**config.mk**
```make
export PLATFORM = sky130hd
export DESIGN_NAME = differential_drive_odometry
export DESIGN_NICKNAME = d
export VERILOG_FILES = /design/src/rtl/core/ddo_pkg.sv /design/src/rtl/core/ddo_cordic.sv /design/src/rtl/core/differential_drive_odometry.sv
export SDC_FILE = /design/constraint.sdc
export NUM_CORES = 2
export LEC_CHECK = 0
export BUFFER_PORTS_ARGS = -buffer_cell sky130_fd_sc_hd__buf_2
export CORE_ASPECT_RATIO = 1.75
export CORE_UTILIZATION = 60
export CTS_CLUSTER_SIZE = 24
export DETAILED_ROUTE_END_ITERATION = 10
export PLACE_DENSITY = 0.77
export SLEW_MARGIN = 40
export SYNTH_ARGS = -nofsm -noshare
export SYNTH_HDL_FRONTEND = slang
export SYNTH_HIERARCHICAL = 1
export SYNTH_SLANG_ARGS = --single-unit
```
**constraint.sdc**
```tcl
create_clock -name clock -period 10.75 [get_ports clock]
set_input_delay 0.5375 -clock clock [delete_from_list [all_inputs] [get_ports clock]]
set_output_delay 0.5375 -clock clock [all_outputs]
set_load 0.05 [all_outputs]
```
**src/rtl/core/ddo_pkg.sv**
```systemverilog
// ddo_pkg: types, codes and constants shared by the odometry core
// and its cordic unit; depends on nothing
`timescale 1ns / 1ps

package ddo_pkg;

   // cordic datapath width (x, y and angle in q30 with headroom)
   localparam int CW = 36;

   // product and accumulator widths of the position step
   localparam int MA_W  = 34;
   localparam int MB_W  = 17;
   localparam int MP_W  = MA_W + MB_W;
   localparam int ACC_W = 67;

   // angle constants
   localparam logic signed [25:0]   TWO_PI_Q20  = 26'sd6588397;
   localparam logic signed [CW-1:0] PI_Q30      = 36'sd3373259426;
   localparam logic signed [CW-1:0] HALF_PI_Q30 = 36'sd1686629713;
   localparam logic signed [CW-1:0] TWO_PI_Q30  = 36'sd6746518852;
   localparam logic signed [CW-1:0] GAIN_Q30    = 36'sd652032874;

   // arctangent of 2^-i in q30, truncated
   localparam logic [30:0] ATAN_TAB [32] = '{
      31'h3243F6A8, 31'h1DAC6705, 31'h0FADBAFC, 31'h07F56EA6, 31'h03FEAB76,
      31'h01FFD55B, 31'h00FFFAAA, 31'h007FFF55, 31'h003FFFEA, 31'h001FFFFD,
      31'h000FFFFF, 31'h0007FFFF, 31'h0003FFFF, 31'h0001FFFF, 31'h0000FFFF,
      31'h00007FFF, 31'h00003FFF, 31'h00001FFF, 31'h00000FFF, 31'h000007FF,
      31'h000003FF, 31'h000001FF, 31'h000000FF, 31'h0000007F, 31'h0000003F,
      31'h0000001F, 31'h0000000F, 31'h00000008, 31'h00000004, 31'h00000002,
      31'h00000001, 31'h00000000
   };

   // command codes
   localparam logic CMD_UPDATE = 1'b0;
   localparam logic CMD_LOAD   = 1'b1;

   // register indexes
   localparam logic [1:0] CSR_STEP_LENGTH = 2'd0;
   localparam logic [1:0] CSR_WHEEL_BASE  = 2'd1;

   typedef struct packed {
      logic               command;
      logic signed [15:0] left_steps;
      logic signed [15:0] right_steps;
      logic signed [31:0] load_x;
      logic signed [31:0] load_y;
      logic signed [23:0] load_heading;
   } ddo_req_type;

   typedef struct packed {
      logic signed [31:0] pos_x;
      logic signed [31:0] pos_y;
      logic signed [23:0] heading;
   } ddo_rsp_type;

   typedef enum logic [3:0] {
      ST_IDLE, ST_YMUL, ST_VINIT, ST_VEC, ST_WRAP, ST_RINIT, ST_ROT, ST_CS,
      ST_MXH, ST_MXL, ST_MYH, ST_MYL, ST_MFIN, ST_POS, ST_DONE
   } ddo_state_type;

   typedef struct packed {
      logic start;
      logic vectoring;
   } ddo_cordic_ctrl_type;

   typedef struct packed {
      logic running;
      logic done;
   } ddo_cordic_stat_type;

endpackage

```
**src/rtl/core/ddo_cordic.sv**
```systemverilog
// ddo_cordic: one shared shift-add cordic stage, iterated in vectoring or
// rotation mode; depends on ddo_pkg
`timescale 1ns / 1ps

module ddo_cordic #(
   parameter int ITERATIONS = 20
) (
   input  logic                          clock,
   input  logic                          reset,
   input  ddo_pkg::ddo_cordic_ctrl_type  ctrl,
   input  logic signed [ddo_pkg::CW-1:0] x0,
   input  logic signed [ddo_pkg::CW-1:0] y0,
   input  logic signed [ddo_pkg::CW-1:0] z0,
   output logic signed [ddo_pkg::CW-1:0] x,
   output logic signed [ddo_pkg::CW-1:0] y,
   output logic signed [ddo_pkg::CW-1:0] z,
   output ddo_pkg::ddo_cordic_stat_type  stat
);
   import ddo_pkg::*;

   localparam logic [4:0] LAST = 5'(ITERATIONS - 1);

   logic signed [CW-1:0] x_ff, x_in, y_ff, y_in, z_ff, z_in;
   logic [4:0]           cnt_ff, cnt_in;
   logic                 run_ff, run_in, vec_ff, vec_in;
   logic signed [CW-1:0] xs, ys, at;
   logic                 rot_pos;

   // one micro-rotation per cycle
   always_comb begin
      xs      = x_ff >>> cnt_ff;
      ys      = y_ff >>> cnt_ff;
      at      = $signed({5'b0, ATAN_TAB[cnt_ff]});
      rot_pos = vec_ff ? y_ff[CW-1] : !z_ff[CW-1];
      x_in    = x_ff;
      y_in    = y_ff;
      z_in    = z_ff;
      cnt_in  = cnt_ff;
      run_in  = run_ff;
      vec_in  = vec_ff;
      if (ctrl.start) begin
         x_in   = x0;
         y_in   = y0;
         z_in   = z0;
         cnt_in = '0;
         run_in = 1'b1;
         vec_in = ctrl.vectoring;
      end else if (run_ff) begin
         if (rot_pos) begin
            x_in = x_ff - ys;
            y_in = y_ff + xs;
            z_in = z_ff - at;
         end else begin
            x_in = x_ff + ys;
            y_in = y_ff - xs;
            z_in = z_ff + at;
         end
         cnt_in = cnt_ff + 5'd1;
         if (cnt_ff == LAST) run_in = 1'b0;
      end
   end

   always_ff @(posedge clock) begin
      if (reset) begin
         run_ff <= 1'b0;
         cnt_ff <= '0;
      end else begin
         run_ff <= run_in;
         cnt_ff <= cnt_in;
      end
      x_ff   <= x_in;
      y_ff   <= y_in;
      z_ff   <= z_in;
      vec_ff <= vec_in;
   end

   assign x            = x_ff;
   assign y            = y_ff;
   assign z            = z_ff;
   assign stat.running = run_ff;
   assign stat.done    = run_ff && (cnt_ff == LAST);

   // the run ends right after the last micro-rotation
   a_done_stops: assert property (@(posedge clock) disable iff (reset)
      (stat.done && !ctrl.start) |=> !run_ff)
      else $error("cordic kept running after last step");

   // a start always begins at step zero
   a_start_zero: assert property (@(posedge clock) disable iff (reset)
      ctrl.start |=> (run_ff && cnt_ff == 5'd0))
      else $error("cordic start did not restart the count");

   // the step count never passes the last step while running
   a_count_range: assert property (@(posedge clock) disable iff (reset)
      run_ff |-> (cnt_ff <= LAST))
      else $error("cordic step count out of range");

endmodule

```
**src/rtl/core/differential_drive_odometry.sv**
```systemverilog
// differential_drive_odometry: top level of the pose integrator
// depends on ddo_pkg and ddo_cordic
`timescale 1ns / 1ps

// Two-wheel dead-reckoning odometry. A request word either loads the pose
// or brings the left and right step counts of one period; every request
// returns one response word with x, y (Q16.16 cm, saturating) and heading
// (Q4.20 rad, kept inside plus or minus two pi by each update). A load
// goes straight to the done state, which fills the response register; an
// update first runs the one shared cordic stage as an arctangent and then
// as sine/cosine, followed by four passes through one 34x17 multiplier for
// the position step. req_stall is high while a request is being worked
// on. The response sits in an output register, so the next request is
// taken while it waits. Registers (step_length, wheel_base) are written
// through the csr port; csr_ready is high only while idle.

module differential_drive_odometry #(
   parameter int CORDIC_ITERATIONS = 20
) (
   input  logic                 clock,
   input  logic                 reset,
   input  logic                 req_valid,
   input  ddo_pkg::ddo_req_type req_data,
   output logic                 req_stall,
   output logic                 rsp_valid,
   output ddo_pkg::ddo_rsp_type rsp_data,
   input  logic                 rsp_stall,
   input  logic                 csr_valid,
   input  logic [1:0]           csr_index,
   input  logic [15:0]          csr_data,
   output logic                 csr_ready
);
   import ddo_pkg::*;

   ddo_state_type state_ff, state_in;

   logic [15:0]           step_ff, step_in, wheel_ff, wheel_in;
   logic signed [31:0]    x_ff, x_in, y_ff, y_in;
   logic signed [23:0]    angle_ff, angle_in;
   logic signed [15:0]    diff_ff, diff_in;
   logic signed [16:0]    sum_ff, sum_in;
   logic signed [MP_W-1:0] mul_ff, mul_in;
   logic                  yzero_ff, yzero_in, neg_ff, neg_in;
   logic signed [MA_W-1:0] dist_ff, dist_in;
   logic signed [32:0]    c_ff, c_in, s_ff, s_in;
   logic signed [ACC_W-1:0] accx_ff, accx_in, accy_ff, accy_in;
   logic                  rsp_valid_ff, rsp_valid_in;
   ddo_rsp_type           rsp_data_ff, rsp_data_in;

   logic                  req_take, rsp_free;
   logic signed [MA_W-1:0] mul_a;
   logic signed [MB_W-1:0] mul_b;
   ddo_cordic_ctrl_type   cctrl;
   ddo_cordic_stat_type   cstat;
   logic signed [CW-1:0]  cx0, cy0, cz0, cx, cy, cz;
   logic signed [CW-1:0]  phi, rnd, za, zb, zc;
   logic signed [25:0]    hsum, hwrap;
   logic                  zneg;
   logic signed [ACC_W-1:0] rx_full, ry_full;
   logic signed [36:0]    nx, ny;

   assign req_take  = req_valid && !req_stall;
   assign rsp_free  = !(rsp_valid_ff && rsp_stall);
   assign req_stall = (state_ff != ST_IDLE);
   assign csr_ready = (state_ff == ST_IDLE);
   assign rsp_valid = rsp_valid_ff;
   assign rsp_data  = rsp_data_ff;

   ddo_cordic #(.ITERATIONS(CORDIC_ITERATIONS)) u_cordic (
      .clock (clock),
      .reset (reset),
      .ctrl  (cctrl),
      .x0    (cx0),
      .y0    (cy0),
      .z0    (cz0),
      .x     (cx),
      .y     (cy),
      .z     (cz),
      .stat  (cstat)
   );

   // sequencer next state
   always_comb begin
      state_in = state_ff;
      case (state_ff)
         ST_IDLE: begin
            if (req_take) state_in = (req_data.command == CMD_LOAD) ? ST_DONE : ST_YMUL;
         end
         ST_YMUL:  state_in = ST_VINIT;
         ST_VINIT: state_in = ST_VEC;
         ST_VEC:   if (cstat.done) state_in = ST_WRAP;
         ST_WRAP:  state_in = ST_RINIT;
         ST_RINIT: state_in = ST_ROT;
         ST_ROT:   if (cstat.done) state_in = ST_CS;
         ST_CS:    state_in = ST_MXH;
         ST_MXH:   state_in = ST_MXL;
         ST_MXL:   state_in = ST_MYH;
         ST_MYH:   state_in = ST_MYL;
         ST_MYL:   state_in = ST_MFIN;
         ST_MFIN:  state_in = ST_POS;
         ST_POS:   state_in = ST_DONE;
         ST_DONE:  if (rsp_free) state_in = ST_IDLE;
         default:  state_in = ST_IDLE;
      endcase
   end

   // angle reduction for the rotation pass: into +-pi, then fold to +-pi/2
   always_comb begin
      za = $signed(CW'(angle_ff)) <<< 10;
      if (za > PI_Q30)       zb = za - TWO_PI_Q30;
      else if (za < -PI_Q30) zb = za + TWO_PI_Q30;
      else                   zb = za;
      zneg = 1'b0;
      zc   = zb;
      if (zb > HALF_PI_Q30) begin
         zc   = zb - PI_Q30;
         zneg = 1'b1;
      end else if (zb < -HALF_PI_Q30) begin
         zc   = zb + PI_Q30;
         zneg = 1'b1;
      end
   end

   // sequencer outputs: cordic control and multiplier operands
   always_comb begin
      cctrl = '0;
      cx0   = '0;
      cy0   = '0;
      cz0   = '0;
      mul_a = '0;
      mul_b = '0;
      case (state_ff)
         ST_YMUL: begin
            mul_a = MA_W'(diff_ff);
            mul_b = $signed({1'b0, step_ff});
         end
         ST_VINIT: begin
            cctrl.start     = 1'b1;
            cctrl.vectoring = 1'b1;
            cx0 = $signed(CW'({wheel_ff, 8'b0}));
            cy0 = mul_ff[CW-1:0];
         end
         ST_RINIT: begin
            cctrl.start = 1'b1;
            cx0   = GAIN_Q30;
            cz0   = zc;
            mul_a = MA_W'(sum_ff);
            mul_b = $signed({1'b0, step_ff});
         end
         ST_MXH: begin
            mul_a = dist_ff;
            mul_b = c_ff[32:16];
         end
         ST_MXL: begin
            mul_a = dist_ff;
            mul_b = $signed({1'b0, c_ff[15:0]});
         end
         ST_MYH: begin
            mul_a = dist_ff;
            mul_b = s_ff[32:16];
         end
         ST_MYL: begin
            mul_a = dist_ff;
            mul_b = $signed({1'b0, s_ff[15:0]});
         end
         default: begin
            cctrl = '0;
         end
      endcase
   end

   // heading update: round the q30 turn to q20, negate, wrap by two pi
   always_comb begin
      phi  = yzero_ff ? '0 : cz;
      rnd  = (phi + CW'(512)) >>> 10;
      hsum = $signed(26'(angle_ff)) - rnd[25:0];
      if (hsum >= TWO_PI_Q20)       hwrap = hsum - TWO_PI_Q20;
      else if (hsum <= -TWO_PI_Q20) hwrap = hsum + TWO_PI_Q20;
      else                          hwrap = hsum;
   end

   // position step: round off 31 bits and add; ST_POS saturates the sum
   always_comb begin
      rx_full = (accx_ff + (ACC_W'(1) <<< 30)) >>> 31;
      ry_full = (accy_ff + (ACC_W'(1) <<< 30)) >>> 31;
      nx = 37'(x_ff) + rx_full[36:0];
      ny = 37'(y_ff) + ry_full[36:0];
   end

   // datapath register updates
   always_comb begin
      step_in      = step_ff;
      wheel_in     = wheel_ff;
      x_in         = x_ff;
      y_in         = y_ff;
      angle_in     = angle_ff;
      diff_in      = diff_ff;
      sum_in       = sum_ff;
      mul_in       = mul_a * mul_b;
      yzero_in     = yzero_ff;
      neg_in       = neg_ff;
      dist_in      = dist_ff;
      c_in         = c_ff;
      s_in         = s_ff;
      accx_in      = accx_ff;
      accy_in      = accy_ff;
      rsp_valid_in = rsp_valid_ff && rsp_stall;
      rsp_data_in  = rsp_data_ff;

      // register writes
      if (csr_valid && csr_ready) begin
         case (csr_index)
            CSR_STEP_LENGTH: step_in  = csr_data;
            CSR_WHEEL_BASE:  wheel_in = csr_data;
            default:         step_in  = step_ff;
         endcase
      end

      case (state_ff)
         ST_IDLE: begin
            if (req_take) begin
               diff_in = req_data.left_steps - req_data.right_steps;
               sum_in  = 17'(req_data.left_steps) + 17'(req_data.right_steps);
               if (req_data.command == CMD_LOAD) begin
                  x_in     = req_data.load_x;
                  y_in     = req_data.load_y;
                  angle_in = req_data.load_heading;
               end
            end
         end
         ST_VINIT: yzero_in = (mul_ff == '0);
         ST_WRAP:  angle_in = hwrap[23:0];
         // distance product taken straight off the multiplier
         ST_RINIT: begin
            neg_in  = zneg;
            dist_in = mul_in[MA_W-1:0];
         end
         ST_CS: begin
            c_in = neg_ff ? -cx[32:0] : cx[32:0];
            s_in = neg_ff ? -cy[32:0] : cy[32:0];
         end
         ST_MXL:  accx_in = ACC_W'(mul_ff) <<< 16;
         ST_MYH:  accx_in = accx_ff + ACC_W'(mul_ff);
         ST_MYL:  accy_in = ACC_W'(mul_ff) <<< 16;
         ST_MFIN: accy_in = accy_ff + ACC_W'(mul_ff);
         ST_POS: begin
            if (nx > 37'sd2147483647)       x_in = 32'sh7FFFFFFF;
            else if (nx < -37'sd2147483648) x_in = 32'sh80000000;
            else                            x_in = nx[31:0];
            if (ny > 37'sd2147483647)       y_in = 32'sh7FFFFFFF;
            else if (ny < -37'sd2147483648) y_in = 32'sh80000000;
            else                            y_in = ny[31:0];
         end
         ST_DONE: begin
            if (rsp_free) begin
               rsp_valid_in        = 1'b1;
               rsp_data_in.pos_x   = x_ff;
               rsp_data_in.pos_y   = y_ff;
               rsp_data_in.heading = angle_ff;
            end
         end
         default: begin
            dist_in = dist_ff;
         end
      endcase
   end

   always_ff @(posedge clock) begin
      if (reset) begin
         state_ff     <= ST_IDLE;
         rsp_valid_ff <= 1'b0;
         step_ff      <= 16'd852;
         wheel_ff     <= 16'd1357;
         x_ff         <= '0;
         y_ff         <= '0;
         angle_ff     <= '0;
      end else begin
         state_ff     <= state_in;
         rsp_valid_ff <= rsp_valid_in;
         step_ff      <= step_in;
         wheel_ff     <= wheel_in;
         x_ff         <= x_in;
         y_ff         <= y_in;
         angle_ff     <= angle_in;
      end
      diff_ff     <= diff_in;
      sum_ff      <= sum_in;
      mul_ff      <= mul_in;
      yzero_ff    <= yzero_in;
      neg_ff      <= neg_in;
      dist_ff     <= dist_in;
      c_ff        <= c_in;
      s_ff        <= s_in;
      accx_ff     <= accx_in;
      accy_ff     <= accy_in;
      rsp_data_ff <= rsp_data_in;
   end

   // a load goes straight to the response
   a_load_direct: assert property (@(posedge clock) disable iff (reset)
      (state_ff == ST_IDLE && req_valid && req_data.command == CMD_LOAD)
      |=> state_ff == ST_DONE)
      else $error("load did not go straight to response");

   // the wrapped heading stays inside plus or minus two pi
   a_head_range: assert property (@(posedge clock) disable iff (reset)
      state_ff == ST_WRAP |=>
      ($signed(26'(angle_ff)) > -TWO_PI_Q20 && $signed(26'(angle_ff)) < TWO_PI_Q20))
      else $error("heading left the wrap range");

   // the cordic is busy whenever the sequencer waits on it
   a_cordic_busy: assert property (@(posedge clock) disable iff (reset)
      (state_ff == ST_VEC || state_ff == ST_ROT) |-> cstat.running)
      else $error("sequencer waits on an idle cordic");

endmodule
```
* Word level (Yosys, flattened, before mapping)
Memory sizes are Yosys's and may differ from the RTL's. Cells that the tools add are included.
Storage, ports and cells: flip-flop bits (word level) 648, ROM bits 992, input bits 144, output and inout bits 91, logic and storage cells 169, memories 1
Memory list:
- (name not given) | depth 32, bits a word 31, read ports 1, clocked after memory_dff 0, wr ports 0, RTL line ddo_cordic.sv:33 | at = $signed({5'b0, ATAN_TAB[cnt_ff]});
Operators by class: $add $sub $neg 25, $mul 1, magnitude comparators 11, equality and inequality tests 21, shift operators 2, mux-type cells 54, bitwise gates (word level) 2, reduce and logical (&&, ||, !) cells 26
Operators by type and width (count):
- $mux 36 | 16
- $pmux 67 s2 | 2
- $mux 32 | 8
- $add 67x32->67 const B | 2
- $add 67x51->67 | 2
- $pmux 32 s2 | 2
- $pmux 34 s3 | 1
- $mux 24 | 4
- $pmux 17 s5 | 1
- $add 32x36->37 | 2
- $gt 37x32->1 const B | 2
- $lt 37x32->1 const B | 2
- $add 36x36->36 | 2
- $sshr 36x5->36 | 2
- $sub 36x36->36 | 2
- $mux 33 | 2
- $neg 33->33 | 2
- $mux 31 | 2
- $pmux 30 s2 | 1
- $pmux 4 s15 | 1
- $logic_not 51->1 | 1
- $mul 34x17->51 | 1
- $pmux 24 s2 | 1
- $add 36x11->36 const B | 1
- other kinds (42) | 80

* Logic depth before layout (Yosys ltp)
depth after elaboration 8, mapped depth 35, depth with buffers taken out 31

* Cells and area by module
The synthesis kept the hierarchy.
By module, submodules not included:
- differential_drive_odometry | times used 1, cells each 6949, area each 60017.6 um^2, sequential area each 14213.6 um^2
- ddo_cordic | times used 1, cells each 2020, area each 17685.7 um^2, sequential area each 3393.3 um^2

* Least setup slack after synthesis
No wires, ideal clock.
kind reg-to-reg, start point register state_ff[1], end point register mul_ff[50], setup time 0.120 ns, data arrival time 8.139 ns, required time 10.630 ns, slack 2.491 ns, cell stages (with the launch flop) 31, path buffers 4, clock period less this slack 8.259 ns, cells stage by stage dfxtp_1 clkbuf_1 clkbuf_1 clkbuf_1 mux4_2 a22oi_1 clkbuf_1 nor2_1 fa_1 inv_1 fa_1 fa_1 inv_1 fa_1 fa_1 inv_1 fa_1 inv_1 ha_1 a21o_1 a21o_1 a21oi_1 nand2_1 a221oi_1 a21oi_1 a31oi_1 o2111a_1 o21ai_0 a221o_1 a21oi_1 xnor2_1
On the way: cells in the longest elaborated chain, start to end 4, elaborated cells between the ends (all ways) 11, classes of those cells mul: 1; eq/ne: 6; mux: 2; reduce/logical: 2
Ends and longest elaborated chain:
- start: declaration | RTL line differential_drive_odometry.sv:35 | ddo_state_type state_ff, state_in;
- start signal: assignment | RTL line differential_drive_odometry.sv:278 | state_ff <= state_in;
- $eq 4x4->1 (tied with other cells) | RTL line differential_drive_odometry.sv:132 | case (state_ff)
- $reduce_or 4->1 (no line) or $reduce_or 2->1 (tied branches)
- $pmux 34 s3 or $pmux 17 s5 (tied branches) | RTL line differential_drive_odometry.sv:132
- $mul 34x17->51 (*) | RTL line differential_drive_odometry.sv:199 | mul_in = mul_a * mul_b;
- via mul_in[50] | RTL line differential_drive_odometry.sv:42 | logic signed [MP_W-1:0] mul_ff, mul_in;
- end signal: assignment | RTL line differential_drive_odometry.sv:288 | mul_ff <= mul_in;
- end: declaration | RTL line differential_drive_odometry.sv:42
The timed path passes the listed nets; every way through them passes the cells marked *. A chain may end at the register's enable or synchronous reset.

* Worst setup path in the final report
start point register state_ff[3], end point register mul_ff[50]
The elaborated chain is that of the path after synthesis.

==> report_table.html <==
<table>
<tr><th>Metric</th><th>Value</th></tr>
<tr><th colspan="2">Worst setup path</th></tr>
<tr><td>Required arrival time at the worst endpoint</td><td>approximately 11 ns</td></tr>
<tr><td>Worst flop-to-flop path startpoint</td><td>state_ff[3]</td></tr>
<tr><td>Worst-path fanout max</td><td>36</td></tr>
<tr><td>Crit Reg-Reg Endpoint</td><td>mul_ff[50]</td></tr>
<tr><td>Critical path launch point</td><td>state_ff[3]</td></tr>
<tr><td>Buffers plus inverters on the worst setup path</td><td>6</td></tr>
<tr><td>Depth of the worst register-to-register path</td><td>30</td></tr>
<tr><td>Cell family with the largest share of critical-path delay</td><td>adder cells</td></tr>
<tr><td>Internal reg-to-reg setup slack</td><td>1.38 ns</td></tr>
<tr><td>Peak per-stage delay on the critical path</td><td>between 0.7 and 0.8 ns</td></tr>
<tr><td>Most frequent cell on the critical path</td><td>sky130_fd_sc_hd__fa_1</td></tr>
<tr><td>Signal arrival time at the worst endpoint</td><td>approximately 10 ns</td></tr>
<tr><td>Sort of element at the start of the critical path</td><td>register</td></tr>
<tr><td>Class of the most critical setup path</td><td>reg2reg</td></tr>
<tr><td>Nature of the critical path endpoint</td><td>register</td></tr>
<tr><td>Slowest library cell on the worst path</td><td>sky130_fd_sc_hd__dfxtp_1</td></tr>
<tr><th colspan="2">Timing</th></tr>
<tr><td>Highest clock frequency the design can meet</td><td>0.107 GHz</td></tr>
<tr><td>Final setup margin</td><td>1.38 ns</td></tr>
<tr><td>Sum of negative setup slack</td><td>0 ns</td></tr>
<tr><td>Final worst path period share</td><td>0.872</td></tr>
<tr><td>Hold violation count in the final report</td><td>0</td></tr>
<tr><td>Min Tclk post-route</td><td>9.37 ns</td></tr>
<tr><td>Transition time of the tightest slew-check pin</td><td>0.907 ns</td></tr>
<tr><td>Max-slew violations</td><td>0</td></tr>
<tr><td>Layout Skew</td><td>a little under 0.06 ns</td></tr>
<tr><td>Slew Limit Headroom</td><td>0.378</td></tr>
<tr><td>Final number of setup-violating endpoints</td><td>0</td></tr>
<tr><td>Setup repair after global routing missed its margin</td><td>false</td></tr>
<tr><th colspan="2">Run</th></tr>
<tr><td>Number of maximum-capacitance constraint violations</td><td>0</td></tr>
<tr><th colspan="2">Final layout</th></tr>
<tr><td>Area of the multi-input gates</td><td>between 0.05 and 0.06 mm^2</td></tr>
<tr><td>Fraction of layout instances using a drive strength above 1</td><td>0.0888</td></tr>
<tr><td>Core Util, Final</td><td>0.646</td></tr>
<tr><td>Commonest non-fill, non-tap cell in the layout</td><td>sky130_fd_sc_hd__nand2_1</td></tr>
<tr><td>Fillers</td><td>10800</td></tr>
<tr><td>Seq. cell area</td><td>0.0176 mm^2</td></tr>
<tr><td>Leading cell types in the layout, fill and taps excluded</td><td>sky130_fd_sc_hd__nand2_1, sky130_fd_sc_hd__inv_1, sky130_fd_sc_hd__nor2_1</td></tr>
<tr><td>Final instance count without filler cells</td><td>10700</td></tr>
<tr><td>Number of nets in the finished design</td><td>10200</td></tr>
<tr><td>P&amp;R area growth vs syn</td><td>6.76%</td></tr>
<tr><th colspan="2">Clocking</th></tr>
<tr><td>Hold buffer count at cts</td><td>0</td></tr>
<tr><td>Clock-pin slew on the worst setup and hold paths</td><td>0.08 ns</td></tr>
<tr><td>Worst skew pair latency</td><td>0.73 ns</td></tr>
<tr><td>Number of buffers created by CTS</td><td>approximately 70</td></tr>
<tr><td>H-tree levels</td><td>3</td></tr>
<tr><td>Sink count of the clock tree</td><td>647</td></tr>
<tr><td>Buffers inserted during post-CTS setup optimization</td><td>0</td></tr>
<tr><td>CTS tree</td><td>built</td></tr>
<tr><td>Clock buffer depth</td><td>3</td></tr>
<tr><td>Clk Tree Root Cell</td><td>sky130_fd_sc_hd__clkbuf_16</td></tr>
<tr><td>Post-cts gate resize count</td><td>0</td></tr>
<tr><th colspan="2">Global route</th></tr>
<tr><td>GR met2 Demand/Resource</td><td>0.711</td></tr>
<tr><td>Maximum number of pins on one net before global-route repair</td><td>110</td></tr>
<tr><td>Fraction of met3 tracks used by global routing</td><td>0.0826</td></tr>
<tr><td>GR Layer Usage met1</td><td>0.427</td></tr>
<tr><td>Total gr overflow</td><td>0</td></tr>
<tr><td>Global-route wire length before repair</td><td>415000 um</td></tr>
<tr><td>Global route hottest layer</td><td>met2</td></tr>
<tr><td>Total GRT Usage</td><td>0.417</td></tr>
<tr><td>Via count of the first global-routing pass</td><td>71300</td></tr>
<tr><td>Number of antenna violations at the first check in global routing</td><td>10</td></tr>
<tr><th colspan="2">Drt</th></tr>
<tr><td>Drt first pass iters</td><td>11</td></tr>
<tr><td>DRT Wirelength</td><td>275000 um</td></tr>
<tr><td>DRC violations left</td><td>64</td></tr>
<tr><td>WL per Instance</td><td>25.6 um</td></tr>
<tr><td>Detail-routed via count per cell</td><td>6.60</td></tr>
<tr><td>Via Count</td><td>70800</td></tr>
<tr><td>Detailed router's first-iteration violation count</td><td>7084</td></tr>
<tr><td>Post-detailed-route count of antenna-violating nets</td><td>0</td></tr>
<tr><th colspan="2">Floorplanning</th></tr>
<tr><td>Starting Density</td><td>0.605</td></tr>
<tr><td>Die height</td><td>478 um</td></tr>
<tr><td>Boundary Pins</td><td>235</td></tr>
<tr><td>FP Rows</td><td>~170</td></tr>
<tr><td>Area inside the core boundary</td><td>0.128 mm^2</td></tr>
<tr><td>Die Outline Area</td><td>~0.13 mm^2</td></tr>
<tr><td>Floorplan die width</td><td>approximately 270 um</td></tr>
<tr><th colspan="2">Power and ir drop</th></tr>
<tr><td>Pwr/cell area</td><td>347 mW/mm^2</td></tr>
<tr><td>Leak pwr</td><td>35.6 nW</td></tr>
<tr><td>Peak VDD IR</td><td>about 0.34 mV</td></tr>
<tr><td>Sum of internal, switching and leakage power</td><td>about 29 mW</td></tr>
<tr><th colspan="2">Synth</th></tr>
<tr><td>Synthesized instance count</td><td>8968</td></tr>
<tr><td>Cell Area, Synth</td><td>0.0777 mm^2</td></tr>
<tr><td>Average cell area after synthesis</td><td>between 8 and 9 um^2</td></tr>
<tr><td>Count of synthesis-stage warnings from yosys</td><td>6</td></tr>
<tr><th colspan="2">Hold path</th></tr>
<tr><td>Worst hold path class</td><td>in2reg</td></tr>
<tr><td>Worst hold path depth</td><td>3</td></tr>
<tr><td>Hold EP</td><td>wheel_ff[0]</td></tr>
<tr><td>Startpoint of the most critical hold path</td><td>csr_data[0]</td></tr>
<tr><th colspan="2">Placement</th></tr>
<tr><td>Count of placed standard cells including taps</td><td>10600</td></tr>
<tr><td>Place WS</td><td>1.54 ns</td></tr>
<tr><td>IO buf count</td><td>234</td></tr>
<tr><td>Post-DP HPWL</td><td>211000 um</td></tr>
<tr><td>Weighted congestion reported at the end of routability-driven placement</td><td>1.08</td></tr>
<tr><th colspan="2">Run status</th></tr>
<tr><td>Violated checks</td><td>design-rule violations</td></tr>
<tr><td>Result of the run</td><td>complete, but fails checks</td></tr>
</table>
-- per-stage QoR --
step / hold WS [ns] / cell area, um^2
global route: 0.0814 / 82900
global placement: 0.440 / 80300
floorplan: 0.431 / 77700
finish: 0.0831 / 82900
CTS: 0.0635 / 82800
detailed placement: 0.446 / 80400
-- routing by layer --
| layer | vias to the layer above | wire length, um |
|---|---|---|
| li1 | 31600 | - |
| met2 | 3666 | 134000 |
| met5 | - | 127 |
| met4 | 12 | 30500 |
| met1 | 34100 | 88500 |
| met3 | 1392 | 21400 |
-- state kept, by name, summed over array words and instances, names as in the netlist, 24 cells and up --
| signal | cells |
|---|---|
| rsp_data | 88 |
| accx_ff | 67 |
| accy_ff | 67 |
| mul_ff | 51 |
| u_cordic/x | 36 |
| u_cordic/y | 36 |
| u_cordic/z | 36 |
| dist_ff | 34 |
| c_ff | 33 |
| s_ff | 33 |
| x_ff | 32 |
| y_ff | 32 |
| angle_ff | 24 |
-- tightest hold or removal path, delay by kind of cell --
kind | cells | cell delay, ns
AND/OR/NAND/NOR | 2 | 0.12
buffers and inverters | 1 | 0.10
-- worst max path at each step --
stage	end	slack [ns]	cells past startpoint
after floorplan	mul_ff[50]	2.49	30
after global placement	mul_ff[50]	1.69	30
after detailed placement	mul_ff[50]	1.54	30
after CTS	mul_ff[50]	1.46	30
after global routing	mul_ff[50]	1.04	30
final	mul_ff[50]	1.38	30
-- power by group --
group,internal [mW],switching (mW)
clock,1.38,1.19
combinational,8.00,13.1
sequential,3.95,1.16
-- area by class of cell --
cell class                      count  area share
Multi-Input combinational cell   7113       0.670
Sequential cell                   647       0.212
Inverter                          799      0.0362
Timing Repair Buffer              367      0.0273
Tap cell                         1672      0.0252
Clock buffer                       81      0.0221
Clock inverter                     45     0.00646
Antenna cell                        3   0.0000905
(Power assumes the default switching activity.)
